[src/hw/rtl/lepg_pkg.sv]
// shared widths, register codes and effect mode codes of the led effect pattern generator
package lepg_pkg;

  localparam int unsigned LED_NUMBER = 4;
  localparam int unsigned LED_IDX_W  = 2;
  localparam int unsigned ANGLE_W    = 12;
  localparam int unsigned COLOR_W    = 8;
  localparam int unsigned CFG_IDX_W  = 2;
  localparam int unsigned CFG_DATA_W = 8;
  localparam int unsigned MODE_W     = 3;

  localparam logic [LED_IDX_W-1:0] LED_LAST = LED_IDX_W'(LED_NUMBER - 1);

  typedef enum logic [MODE_W-1:0] {
    MODE_OFF      = 3'd0,
    MODE_SOLID    = 3'd1,
    MODE_SPIN     = 3'd2,
    MODE_STROBE   = 3'd3,
    MODE_PULSE    = 3'd4,
    MODE_WAVE     = 3'd5,
    MODE_ATTITUDE = 3'd6,
    MODE_NONE     = 3'd7
  } effect_mode_e;

  typedef enum logic [CFG_IDX_W-1:0] {
    REG_MODE  = 2'd0,
    REG_RED   = 2'd1,
    REG_GREEN = 2'd2,
    REG_BLUE  = 2'd3
  } cfg_reg_e;

endpackage

[src/hw/rtl/lepg_if.sv]
// valid/ready channel interfaces for tick requests and led color requests
interface lepg_tick_if;
  logic                                   valid;
  logic                                   ready;
  logic signed [lepg_pkg::ANGLE_W-1:0]    roll_angle;
  logic signed [lepg_pkg::ANGLE_W-1:0]    pitch_angle;

  modport source (output valid, output roll_angle, output pitch_angle, input ready);
  modport sink (input valid, input roll_angle, input pitch_angle, output ready);
endinterface

interface lepg_led_if;
  logic                               valid;
  logic                               ready;
  logic [lepg_pkg::LED_IDX_W-1:0]     led_id;
  logic [lepg_pkg::COLOR_W-1:0]       red_out;
  logic [lepg_pkg::COLOR_W-1:0]       green_out;
  logic [lepg_pkg::COLOR_W-1:0]       blue_out;
  logic                               frame_end;

  modport source (output valid, output led_id, output red_out, output green_out,
                  output blue_out, output frame_end, input ready);
  modport sink (input valid, input led_id, input red_out, input green_out,
                input blue_out, input frame_end, output ready);
endinterface

[src/hw/rtl/led_effect_pattern_generator.sv]
// led effect pattern generator top level: step counter, tick register and color pipe
//
//  channel  | dir | handshake     | payload
//  ---------+-----+---------------+-------------------------------------------------
//  tick_i   | in  | valid/ready   | roll_angle, pitch_angle (signed q7.4)
//  led_o    | out | valid/ready   | led_id, red_out, green_out, blue_out, frame_end
//  cfg      | in  | cfg_we_i      | cfg_index_i, cfg_data_i (write only)
//
// on an emitting tick the tick register hands one led per cycle, unless led_o stalls, to the
// two-stage color pipe (product register, then divide-by-constant into the output register)
// a tick that emits nothing (off/solid after step 0, mode none) sends no led into the pipe
// the first led passes the tick register and the product register into the output register
// reset clears the configuration registers, the step counter and its residues, and empties the pipe
// a stall on led_o holds the pipe; the next tick is taken while the last led enters stage 1
module led_effect_pattern_generator (
  input  logic                                clk_i,
  input  logic                                rst_ni,
  input  logic                                cfg_we_i,
  input  logic [lepg_pkg::CFG_IDX_W-1:0]      cfg_index_i,
  input  logic [lepg_pkg::CFG_DATA_W-1:0]     cfg_data_i,
  lepg_tick_if.sink                           tick_i,
  lepg_led_if.source                          led_o
);

  // how a color component is finished in the second stage
  typedef enum logic [1:0] {
    KIND_DIRECT,
    KIND_DIV400,
    KIND_WAVE,
    KIND_DIV255
  } kind_e;

  typedef struct packed {
    logic [lepg_pkg::LED_IDX_W-1:0] led;
    kind_e                          kind;
    logic [2:0][16:0]               prod;
    logic [2:0][7:0]                aux;
  } stage1_t;

  // configuration registers
  lepg_pkg::effect_mode_e mode_q;
  logic [7:0]             red_q, green_q, blue_q;
  logic                   cfg_clear;

  // step counter and its residues (kept so that no wide division is needed)
  logic [31:0] step_q;
  logic [5:0]  mod40_q;
  logic [6:0]  mod100_q;
  logic [7:0]  mod200_q;
  logic [9:0]  mod800_q;
  logic        mode_emits;
  logic        tick_acc;
  logic        step_inc;

  // tick register
  logic                           item_valid_q;
  logic [lepg_pkg::LED_IDX_W-1:0] item_led_q;
  logic signed [11:0]             roll_q, pitch_q;
  logic [5:0]                     it_mod40_q;
  logic [6:0]                     it_mod100_q;
  logic [7:0]                     it_mod200_q;
  logic [9:0]                     it_mod800_q;

  // color pipe
  logic    s1_valid_q;
  stage1_t s1_q, s1_d;
  logic    s1_ready, s1_load;
  logic    out_valid_q;
  logic    s2_ready, s2_load;
  logic [lepg_pkg::LED_IDX_W-1:0] out_led_q;
  logic [7:0]                     out_red_q, out_green_q, out_blue_q;
  logic                           out_frame_end_q;

  logic [7:0] base [3];

  // per-led terms of the first stage
  logic [1:0]  spin_head, spin_tail;
  logic        strobe_hit;
  logic [8:0]  pulse_s;
  logic [8:0]  wave_tmp;
  logic [7:0]  wave_off, wave_ph;
  logic [5:0]  wave_k;
  logic [11:0] wave_b20 [3];
  logic signed [11:0] att_angle;
  logic        att_pos;
  logic [12:0] att_neg;
  logic [11:0] att_mag;
  logic [14:0] att_x5;
  logic [9:0]  att_mraw;
  logic [7:0]  att_m, att_inv;

  // second stage terms
  logic [12:0] s2_y25 [3];
  logic [25:0] s2_p25 [3];
  logic [33:0] s2_p255 [3];
  logic [8:0]  s2_sum [3];
  logic [7:0]  s2_col [3];

  // ---------------------------------------------------------------- configuration
  always_comb begin
    cfg_clear = 1'b0;
    if (cfg_we_i) begin
      unique case (lepg_pkg::cfg_reg_e'(cfg_index_i))
        lepg_pkg::REG_MODE:  cfg_clear = (mode_q != lepg_pkg::effect_mode_e'(cfg_data_i[2:0]));
        lepg_pkg::REG_RED:   cfg_clear = (red_q != cfg_data_i);
        lepg_pkg::REG_GREEN: cfg_clear = (green_q != cfg_data_i);
        lepg_pkg::REG_BLUE:  cfg_clear = (blue_q != cfg_data_i);
      endcase
    end
  end

  always_ff @(posedge clk_i or negedge rst_ni) begin
    if (!rst_ni) begin
      mode_q  <= lepg_pkg::MODE_OFF;
      red_q   <= '0;
      green_q <= '0;
      blue_q  <= '0;
    end else if (cfg_we_i) begin
      unique case (lepg_pkg::cfg_reg_e'(cfg_index_i))
        lepg_pkg::REG_MODE:  mode_q  <= lepg_pkg::effect_mode_e'(cfg_data_i[2:0]);
        lepg_pkg::REG_RED:   red_q   <= cfg_data_i;
        lepg_pkg::REG_GREEN: green_q <= cfg_data_i;
        lepg_pkg::REG_BLUE:  blue_q  <= cfg_data_i;
      endcase
    end
  end

  assign base[0] = red_q;
  assign base[1] = green_q;
  assign base[2] = blue_q;

  // ---------------------------------------------------------------- step counter
  // off and solid emit once, on step zero; mode none never emits
  always_comb begin
    unique case (mode_q)
      lepg_pkg::MODE_OFF, lepg_pkg::MODE_SOLID: mode_emits = (step_q == '0);
      lepg_pkg::MODE_NONE:                      mode_emits = 1'b0;
      default:                                  mode_emits = 1'b1;
    endcase
  end

  assign tick_i.ready = !item_valid_q || ((item_led_q == lepg_pkg::LED_LAST) && s1_ready);
  assign tick_acc     = tick_i.valid && tick_i.ready;
  assign step_inc     = tick_acc && mode_emits;

  always_ff @(posedge clk_i or negedge rst_ni) begin
    if (!rst_ni) begin
      step_q   <= '0;
      mod40_q  <= '0;
      mod100_q <= '0;
      mod200_q <= '0;
      mod800_q <= '0;
    end else if (cfg_clear || (step_inc && (step_q == '1))) begin
      // the 32-bit wrap also restarts the residues
      step_q   <= '0;
      mod40_q  <= '0;
      mod100_q <= '0;
      mod200_q <= '0;
      mod800_q <= '0;
    end else if (step_inc) begin
      step_q   <= step_q + 32'd1;
      mod40_q  <= (mod40_q == 6'd39) ? 6'd0 : mod40_q + 6'd1;
      mod100_q <= (mod100_q == 7'd99) ? 7'd0 : mod100_q + 7'd1;
      mod200_q <= (mod200_q == 8'd199) ? 8'd0 : mod200_q + 8'd1;
      mod800_q <= (mod800_q == 10'd799) ? 10'd0 : mod800_q + 10'd1;
    end
  end

  // ---------------------------------------------------------------- tick register
  always_ff @(posedge clk_i or negedge rst_ni) begin
    if (!rst_ni) begin
      item_valid_q <= 1'b0;
      item_led_q   <= '0;
    end else if (step_inc) begin
      item_valid_q <= 1'b1;
      item_led_q   <= '0;
    end else if (s1_load) begin
      if (item_led_q == lepg_pkg::LED_LAST) begin
        item_valid_q <= 1'b0;
      end
      item_led_q <= item_led_q + 2'd1;
    end
  end

  // snapshot of the angles and of the step before its increment
  always_ff @(posedge clk_i) begin
    if (step_inc) begin
      roll_q      <= tick_i.roll_angle;
      pitch_q     <= tick_i.pitch_angle;
      it_mod40_q  <= mod40_q;
      it_mod100_q <= mod100_q;
      it_mod200_q <= mod200_q;
      it_mod800_q <= mod800_q;
    end
  end

  // ---------------------------------------------------------------- stage 1: products
  // spin: head is (step / 10) mod 4, tail the led before it
  assign spin_head = (it_mod40_q >= 6'd30) ? 2'd3 :
                     (it_mod40_q >= 6'd20) ? 2'd2 :
                     (it_mod40_q >= 6'd10) ? 2'd1 : 2'd0;
  assign spin_tail = spin_head - 2'd1;

  // strobe lights on steps 0, 2, 10 and 12 of every 100 steps
  assign strobe_hit = (it_mod100_q == 7'd0) || (it_mod100_q == 7'd2) ||
                      (it_mod100_q == 7'd10) || (it_mod100_q == 7'd12);

  // pulse: triangle over 800 steps
  assign pulse_s = (it_mod800_q < 10'd400) ? it_mod800_q[8:0] : 9'(10'd799 - it_mod800_q);

  // wave: each led lags by 50 steps; comp*5k/250 is comp*k/50
  assign wave_off = {item_led_q, 1'b0} * 8'd25 + 8'd0;
  assign wave_tmp = {1'b0, it_mod200_q} + 9'd200 - {1'b0, wave_off};
  assign wave_ph  = (wave_tmp >= 9'd200) ? 8'(wave_tmp - 9'd200) : wave_tmp[7:0];
  assign wave_k   = (wave_ph < 8'd50)  ? wave_ph[5:0] :
                    (wave_ph < 8'd100) ? 6'(8'd99 - wave_ph) : 6'd0;

  // comp / 20 as ((comp >> 2) * 52) >> 8
  always_comb begin
    for (int k = 0; k < 3; k++) begin
      wave_b20[k] = {6'b0, base[k][7:2]} * 12'd52;
    end
  end

  // attitude: left +roll, right -roll, back +pitch, front -pitch
  assign att_angle = item_led_q[0] ? roll_q : pitch_q;
  assign att_pos   = item_led_q[1];
  assign att_neg   = -{att_angle[11], att_angle};
  always_comb begin
    att_mag = '0;
    if (att_pos) begin
      if (!att_angle[11] && (att_angle != 12'sd0)) begin
        att_mag = att_angle;
      end
    end else if (att_angle[11]) begin
      att_mag = att_neg[11:0];
    end
  end
  assign att_x5   = {3'b0, att_mag} + {1'b0, att_mag, 2'b0};
  assign att_mraw = att_x5[13:4];
  assign att_m    = (att_mraw > 10'd255) ? 8'hFF : att_mraw[7:0];
  assign att_inv  = 8'hFF - att_m;

  always_comb begin
    s1_d      = '0;
    s1_d.led  = item_led_q;
    s1_d.kind = KIND_DIRECT;
    unique case (mode_q)
      lepg_pkg::MODE_OFF: begin
      end
      lepg_pkg::MODE_SOLID: begin
        for (int k = 0; k < 3; k++) s1_d.aux[k] = base[k];
      end
      lepg_pkg::MODE_SPIN: begin
        for (int k = 0; k < 3; k++) begin
          if (item_led_q == spin_head) begin
            s1_d.aux[k] = base[k];
          end else if (item_led_q == spin_tail) begin
            s1_d.aux[k] = {3'b000, base[k][7:3]};
          end
        end
      end
      lepg_pkg::MODE_STROBE: begin
        // front and back go white, right and left take the base color
        if (strobe_hit) begin
          for (int k = 0; k < 3; k++) s1_d.aux[k] = item_led_q[0] ? base[k] : 8'hFF;
        end
      end
      lepg_pkg::MODE_PULSE: begin
        s1_d.kind = KIND_DIV400;
        for (int k = 0; k < 3; k++) s1_d.prod[k] = {9'b0, base[k]} * {8'b0, pulse_s};
      end
      lepg_pkg::MODE_WAVE: begin
        s1_d.kind = KIND_WAVE;
        for (int k = 0; k < 3; k++) begin
          s1_d.prod[k] = {9'b0, base[k]} * {11'b0, wave_k};
          s1_d.aux[k]  = {4'b0, wave_b20[k][11:8]};
        end
      end
      lepg_pkg::MODE_ATTITUDE: begin
        s1_d.kind    = KIND_DIV255;
        s1_d.prod[0] = {9'b0, red_q} * {9'b0, att_m};
        s1_d.prod[1] = {7'b0, att_inv, 2'b0} + {9'b0, att_inv};
        s1_d.prod[2] = {9'b0, blue_q} * {9'b0, att_m};
      end
      lepg_pkg::MODE_NONE: begin
      end
    endcase
  end

  assign s2_ready = !out_valid_q || led_o.ready;
  assign s1_ready = !s1_valid_q || s2_ready;
  assign s1_load  = item_valid_q && s1_ready;
  assign s2_load  = s1_valid_q && s2_ready;

  always_ff @(posedge clk_i or negedge rst_ni) begin
    if (!rst_ni) begin
      s1_valid_q <= 1'b0;
    end else if (s1_ready) begin
      s1_valid_q <= item_valid_q;
    end
  end

  always_ff @(posedge clk_i) begin
    if (s1_load) begin
      s1_q <= s1_d;
    end
  end

  // ---------------------------------------------------------------- stage 2: divides
  // x / 25 as (x * 5243) >> 17, x / 255 as (x * 65794) >> 24, exact over these ranges
  always_comb begin
    for (int k = 0; k < 3; k++) begin
      s2_y25[k]  = (s1_q.kind == KIND_DIV400) ? s1_q.prod[k][16:4] : s1_q.prod[k][13:1];
      s2_p25[k]  = {13'b0, s2_y25[k]} * 26'd5243;
      s2_p255[k] = {18'b0, s1_q.prod[k][15:0]} * 34'd65794;
      s2_sum[k]  = {1'b0, s1_q.aux[k]} + s2_p25[k][25:17];
      case (s1_q.kind)
        KIND_DIV400: s2_col[k] = s2_p25[k][24:17];
        KIND_WAVE:   s2_col[k] = s2_sum[k][8] ? 8'hFF : s2_sum[k][7:0];
        KIND_DIV255: s2_col[k] = s2_p255[k][31:24];
        default:     s2_col[k] = s1_q.aux[k];
      endcase
    end
  end

  always_ff @(posedge clk_i or negedge rst_ni) begin
    if (!rst_ni) begin
      out_valid_q <= 1'b0;
    end else if (s2_ready) begin
      out_valid_q <= s1_valid_q;
    end
  end

  always_ff @(posedge clk_i) begin
    if (s2_load) begin
      out_led_q       <= s1_q.led;
      out_red_q       <= s2_col[0];
      out_green_q     <= s2_col[1];
      out_blue_q      <= s2_col[2];
      out_frame_end_q <= (s1_q.led == lepg_pkg::LED_LAST);
    end
  end

  assign led_o.valid     = out_valid_q;
  assign led_o.led_id    = out_led_q;
  assign led_o.red_out   = out_red_q;
  assign led_o.green_out = out_green_q;
  assign led_o.blue_out  = out_blue_q;
  assign led_o.frame_end = out_frame_end_q;

  // ---------------------------------------------------------------- assertions
  // residues never leave their range
  a_residue_range: assert property (@(posedge clk_i) disable iff (!rst_ni)
    (mod40_q < 6'd40) && (mod100_q < 7'd100) && (mod200_q < 8'd200) && (mod800_q < 10'd800))
    else $error("step residue out of range");

  // an emitting tick starts its frame at the first led
  a_frame_start: assert property (@(posedge clk_i) disable iff (!rst_ni)
    step_inc |=> item_valid_q && (item_led_q == '0))
    else $error("tick did not start a frame");

  // a stalled first stage keeps its led
  a_s1_hold: assert property (@(posedge clk_i) disable iff (!rst_ni)
    s1_valid_q && !s2_ready |=> s1_valid_q && $stable(s1_q.led))
    else $error("stage 1 lost its led under stall");

  // a value change on the config port restarts the effect
  a_cfg_clear: assert property (@(posedge clk_i) disable iff (!rst_ni)
    cfg_clear |=> (step_q == '0) && (mod800_q == '0))
    else $error("step counter not cleared");

endmodule

[src/flat_wrapper.sv]
// flat-port wrapper written by rule: the top's interface ports become plain ports
module led_effect_pattern_generator_flat 
  (clk_i, rst_ni, cfg_we_i, cfg_index_i, cfg_data_i, tick_i_valid, tick_i_roll_angle, tick_i_pitch_angle, tick_i_ready, led_o_valid, led_o_led_id, led_o_red_out, led_o_green_out, led_o_blue_out, led_o_frame_end, led_o_ready);
  lepg_tick_if tick_i_i ();
  lepg_led_if led_o_i ();
  input  logic clk_i;
  input  logic rst_ni;
  input  logic cfg_we_i;
  input  logic [lepg_pkg::CFG_IDX_W-1:0] cfg_index_i;
  input  logic [lepg_pkg::CFG_DATA_W-1:0] cfg_data_i;
  input wire logic [$bits(tick_i_i.valid)-1:0] tick_i_valid;
  input wire logic [$bits(tick_i_i.roll_angle)-1:0] tick_i_roll_angle;
  input wire logic [$bits(tick_i_i.pitch_angle)-1:0] tick_i_pitch_angle;
  output wire logic [$bits(tick_i_i.ready)-1:0] tick_i_ready;
  output wire logic [$bits(led_o_i.valid)-1:0] led_o_valid;
  output wire logic [$bits(led_o_i.led_id)-1:0] led_o_led_id;
  output wire logic [$bits(led_o_i.red_out)-1:0] led_o_red_out;
  output wire logic [$bits(led_o_i.green_out)-1:0] led_o_green_out;
  output wire logic [$bits(led_o_i.blue_out)-1:0] led_o_blue_out;
  output wire logic [$bits(led_o_i.frame_end)-1:0] led_o_frame_end;
  input wire logic [$bits(led_o_i.ready)-1:0] led_o_ready;
  assign tick_i_i.valid = tick_i_valid;
  assign tick_i_i.roll_angle = tick_i_roll_angle;
  assign tick_i_i.pitch_angle = tick_i_pitch_angle;
  assign tick_i_ready = tick_i_i.ready;
  assign led_o_valid = led_o_i.valid;
  assign led_o_led_id = led_o_i.led_id;
  assign led_o_red_out = led_o_i.red_out;
  assign led_o_green_out = led_o_i.green_out;
  assign led_o_blue_out = led_o_i.blue_out;
  assign led_o_frame_end = led_o_i.frame_end;
  assign led_o_i.ready = led_o_ready;
  led_effect_pattern_generator u_core (.clk_i(clk_i), .rst_ni(rst_ni), .cfg_we_i(cfg_we_i), .cfg_index_i(cfg_index_i), .cfg_data_i(cfg_data_i), .tick_i(tick_i_i), .led_o(led_o_i));
endmodule
[config.mk]
export PLATFORM = sky130hd
export DESIGN_NAME = led_effect_pattern_generator_flat
export DESIGN_NICKNAME = d
export VERILOG_FILES = /design/src/hw/rtl/lepg_pkg.sv /design/src/hw/rtl/lepg_if.sv /design/src/hw/rtl/led_effect_pattern_generator.sv /design/src/flat_wrapper.sv
export SDC_FILE = /design/constraint.sdc
export NUM_CORES = 2
export LEC_CHECK = 0
export BUFFER_PORTS_ARGS = -buffer_cell sky130_fd_sc_hd__buf_2
export CORE_UTILIZATION = 65
export CTS_CLUSTER_SIZE = 10
export DETAILED_ROUTE_END_ITERATION = 7
export PLACE_DENSITY = 0.91
export REMOVE_ABC_BUFFERS = 1
export SKIP_CTS_REPAIR_TIMING = 1
export SYNTH_ARGS = -nofsm -noshare
export SYNTH_HDL_FRONTEND = slang
export SYNTH_SLANG_ARGS = --single-unit
[constraint.sdc]
create_clock -name clk_i -period 10.8 [get_ports clk_i]
set_input_delay 1.62 -clock clk_i [delete_from_list [all_inputs] [get_ports clk_i]]
set_output_delay 1.62 -clock clk_i [all_outputs]
set_load 0.01 [all_outputs]
# == Word-level counts from Yosys, hierarchy flattened ==
# Index checks and enable logic that the tools add are counted.
# Widths: inputs -> output; s select.
# totals
register_bits,256
latch_bits,0
ram_bits,0
mem_bits_ro,0
inputBits,39
out_inout_bits,29
wordCells,193
memories,0
# op_classes
addsub,19
multipliers,18
n_div,0
n_lt_le_gt_ge,8
n_eq_ne,29
shift,0
muxes,55
bitwise_logic,0
n_reduce_logical,32
# op_table
cell,n
$pmux 53 s3,1
$mux 8,14
$pmux 24 s4,1
$mul 16x16->31 const B,3
$mul 13x13->26 const B,3
$pmux 8 s3,3
$mux 32,2
$mul 8x9->17,3
$mux 12,4
$mul 8x6->14,3
$mux 13,3
$add 32x1->32 const B,1
$eq 32x32->1 const B,1
$logic_not 32->1,1
$mul 8x8->16,2
$mul 6x4->10 const B,3
$mux 10,3
$mux 6,5
$add 8x9->9,3
$mux 24,1
$ne 8x8->1,3
$mux 7,3
$mux 5,3
$add 12x14->14,1
other kinds (50),91

# == Depth between registers and ports, before layout ==
# depth
depth_word,11
mapped_depth,40

# == Worst setup path after synthesis ==
# No wires, ideal clock.
# synth_path
path_type,reg2reg
start,reg u_core.item_led_q[0] (netlist bit)
end,"reg u_core.s1_q[39] (netlist bit), data pin"
setup_ns,0.267
arrival_time_ns,8.923
required_time_ns,10.533
setup_slack_ns,1.610
path_stages_with_launch,34
synth_period_minus_slack_ns,9.190
cell_sequence,dfrtp_1 buf_2 buf_1 clkbuf_1 mux2i_1 ha_1 or4bb_1 a222oi_1 a211oi_1 a311o_1 ha_1 clkbuf_1 nand4_1 o311ai_2 mux2i_4 or2_1 buf_2 buf_4 nand2_1 fa_1 fa_1 inv_1 fa_1 inv_1 fa_1 inv_1 ha_1 nor2b_1 o21a_1 o41ai_1 o21a_1 o21ai_0 xnor2_1 o22ai_1
# synth_rtl
item,line,rtl
start: declaration,led_effect_pattern_generator.sv:57,logic [lepg_pkg::LED_IDX_W-1:0] item_led_q;
start signal: assignment,led_effect_pattern_generator.sv:181,item_led_q <= item_led_q + 2'd1;
end signal: assignment,led_effect_pattern_generator.sv:306,s1_q <= s1_d;
end: declaration,led_effect_pattern_generator.sv:66,"stage1_t s1_q, s1_d;"

==> run_results.csv <==
group,metric,value,unit
status,outcome,"complete, no violations",
sta,clock.fmax,104,MHz
finish,fillers,4440,
finish,nets,5933,
detailed_routing,wire_per_inst,20.1,µm
sta,min_period_over_period,0.894,
setup_path,critPathRequiredTime,11.05,ns
logic_synthesis,synth_top_cell_area_share,0.238,
global_route,grtUsageTotal,0.334,
detailed_routing,drcViolationCount,0,
clock_network,worstSkewPairLatency,0.56,ns
hold_path,hold_class,"register to register",
detailed_routing,vias,34372,
logic_synthesis,synth-seq-area-share,0.166,
placed_design,numPortBuffers,67,
setup_path,timing.rr.end,"u_core.s1_q[39]$_DFFE_PP_",
sta,fin_ws,1.15,ns
setup_path,r2r_cells,30,
setup_path,end_kind,"register",
global_route,grt_max_degree,78,
sta,timing.setup.tns,0,ns
logic_synthesis,ys_seq_elements,255,
hold_path,min_path_cells,1,
sta,slew_violations,0,
logic_synthesis,synth_area_leaders,"ha_1, fa_1, edfxtp_1",
detailed_routing,viasPerCell,6.24,
global_route,overflow,0,
logic_synthesis,synth_edf_count,160,
setup_path,reg2reg_from,"u_core.item_led_q[0]$_DFFE_PN0P_",
floorplanning,die_w,260,µm
sta,relSlewSlack,0.165,
clock_network,h-tree-depth,2,
logic_synthesis,ys_warn_count,0,
setup_path,crit_fanout,19,
sta,fin_skew,0.0245,ns
clock_network,cts_tree,"yes",
placed_design,post-place-ws,1.25,ns
logic_synthesis,syn_area,43200,µm²
global_route,grt_pass1_vias,35997,
floorplanning,coreArea,65700,µm²
detailed_routing,ant_nets,0,
floorplanning,initial_core_util,0.657,
floorplanning,rows,94,
hold_path,hold_end,"u_core.led_o.valid$_DFFE_PN0P_",
sta,setup_viol,0,
clock_network,cts_sinks,255,
finish,drive_gt1_frac,0.0522,
sta,hold_viol,0,
floorplanning,dieHeight,260,µm
detailed_routing,wl,111,mm
setup_path,crit_slowest_cell,"nor2_1",
flow_run,drv_cap,0,
logic_synthesis,yosysTopAreaCell,"ha_1",
detailed_routing,drt_iter0_drc,3185,
setup_path,crit_path_start_kind,"register",
logic_synthesis,ys_dominant_reg_cell,"edfxtp_1",
logic_synthesis,avgSynthCellArea,9.34,µm²
setup_path,arrival,9.91,ns
sta,min_period,9.65,ns
hold_path,worstHoldStart,"u_core.s1_valid_q$_DFFE_PN0N_",
setup_path,slowest_delay,1.00,ns
logic_synthesis,ys_types,88,
floorplanning,die_area,67500,µm²
clock_network,path_clk_slew,0.07,ns
setup_path,crit_top_cell,"fa_1",
placed_design,dp_hpwl,86.2,mm
clock_network,cts_buffers,34,
sta,rsz0062_at_grt,"false",
clock_network,cts_buffer_depth,3,
clock_network,root_buffer,"clkbuf_16",
floorplanning,io_pins,68,
sta,worst_slew_pin_slew,1.25,ns
global_route,grt_pass1_wl,180,mm
finish,synthToLayoutAreaGrowth,5.21,%
global_route,antenna_found_initial,3,
logic_synthesis,syn_inst,4624,
setup_path,crit_type,"register to register",
setup_path,reg2reg_slack,1.15,ns
placed_design,place.gp.congestion,0.988,
detailed_routing,drtPass1Iterations,6,
logic_synthesis,async_flop_share,0.373,
## sequential cells by signal (all words and copies together) (netlist names), 3 cells and up
| signal | count |
|---|---|
| u_core.it_mod800_q | 10 |
| u_core.step_q | 32 |
| u_core.blue_q | 8 |
| u_core.it_mod40_q | 5 |
| u_core.led_o.green_out | 8 |
| u_core.mod800_q | 10 |
| u_core.mod100_q | 7 |
| u_core.s1_q | 79 |
| u_core.pitch_q | 12 |
| u_core.it_mod100_q | 7 |
| u_core.red_q | 8 |
| u_core.mod200_q | 8 |
| u_core.roll_q | 12 |
| u_core.it_mod200_q | 8 |
| u_core.led_o.blue_out | 8 |
| u_core.mod40_q | 6 |
| u_core.led_o.red_out | 8 |
| u_core.green_q | 8 |
| u_core.mode_q | 3 |
## per-layer routing
layer / vias up / part of all wire / global-route usage
met5: - / 0.00012 / 0
met4: 2 / 0.055 / 0.177
met3: 450 / 0.094 / 0.0607
met2: 1828 / 0.47 / 0.554
met1: 16686 / 0.38 / 0.415
li1: 15406 / - / -
## cells in the mapped netlist, types with 35 or more instances
master and number:
ha_1 821, inv_1 745, fa_1 455, nand2_1 441, and2_1 190, nor2_1 190, edfxtp_1 160, a21oi_1 159
xnor2_1 157, o21ai_0 156, clkbuf_1 132, dfrtp_1 95, nor2b_1 85, xor2_1 84, a21o_1 68, nor3_1 67
nand3_1 62, mux2i_1 55, o21a_1 36, mux2_2 35
## placed cells by master, fill, tap and decap left out, types with 12 or more instances in the layout
master and count:
a21oi_1 159, inv_1 744, nor3_1 67, fa_1 455, nand4_1 26, buf_4 52
edfxtp_1 160, a21o_1 68, nand2b_1 28, ha_1 821, a211oi_1 21, xnor2_1 153
and2_1 188, nand2_1 441, clkbuf_16 35, xor2_1 84, a22oi_1 20, nand3_1 62
o21ai_0 155, nor2_1 189, buf_2 66, mux2_2 35, o21a_1 36, o21bai_1 12
and3_1 19, nor4_1 17, o31ai_1 13, o22ai_1 23, a31oi_1 19, mux2i_1 55
nor2b_1 85, dfrtp_1 95, o211ai_1 25, or3_1 21
## logic make-up (layout without fill, tap and decap cells)
group | count (synthesis) | in the layout | synth area share
fa+ha+maj | 1277 | 1277 | 0.449
simple gates | 1197 | 1197 | 0.135
buf+inv | 913 | 927 | 0.0799
compound gates | 646 | 646 | 0.0965
flops | 255 | 255 | 0.166
xor+xnor | 241 | 241 | 0.0489
mux | 95 | 95 | 0.0245
other cells | 0 | 3 | 0
## through the flow
step                utilization  instance area, µm²  hold slack, ns  std cells
floorplan                     -               42600           0.417       4464
CTS                       0.691               45400           0.467       5502
global placement          0.676               44400           0.470       5446
global route              0.691               45400           0.499       5504
detailed placement        0.676               44400           0.466       5446
finish                    0.691               45500           0.473       5505
## worst max-delay path, delay by kind of cell (launching register included)
kind / cells / cell delay, ns
adder cells (fa/ha/maj): 7 / 2.94
AO/OA/AOI/OAI: 11 / 2.80
AND/OR/NAND/NOR: 6 / 2.02
multiplexers: 2 / 0.73
flip-flops: 1 / 0.53
XOR/XNOR: 1 / 0.18
buffers and inverters: 3 / 0.15
## worst max-delay path by stage
stage | start | endpoint | slack, ns
2_1_floorplan | u_core.s1_q[75]$_DFFE_PP_ | u_core.led_o.red_out[5]$_DFFE_PP_ | 1.33
3_3_place_gp | u_core.item_led_q[0]$_DFFE_PN0P_ | u_core.s1_q[36]$_DFFE_PP_ | 1.56
3_5_place_dp | u_core.item_led_q[0]$_DFFE_PN0P_ | u_core.s1_q[39]$_DFFE_PP_ | 1.25
4_1_cts | u_core.item_led_q[0]$_DFFE_PN0P_ | u_core.s1_q[39]$_DFFE_PP_ | 1.24
5_1_grt | u_core.item_led_q[0]$_DFFE_PN0P_ | u_core.s1_q[36]$_DFFE_PP_ | 0.68
6_report | u_core.item_led_q[0]$_DFFE_PN0P_ | u_core.s1_q[39]$_DFFE_PP_ | 1.15
## cell type report
type	instances	area (µm²)	share of cell area
tap	864	1080	0.0238
timing repair buffer	118	721	0.0159
inverter	753	2830	0.0622
clock buffer	45	923	0.0203
clock inverter	11	103	0.00226
multi-input combinational	3456	32600	0.717
antenna	3	7.51	0.000165
sequential	255	7180	0.158
Power is not shown: default switching activity piles up to over one toggle a cycle in this logic, so the estimate is an artifact.
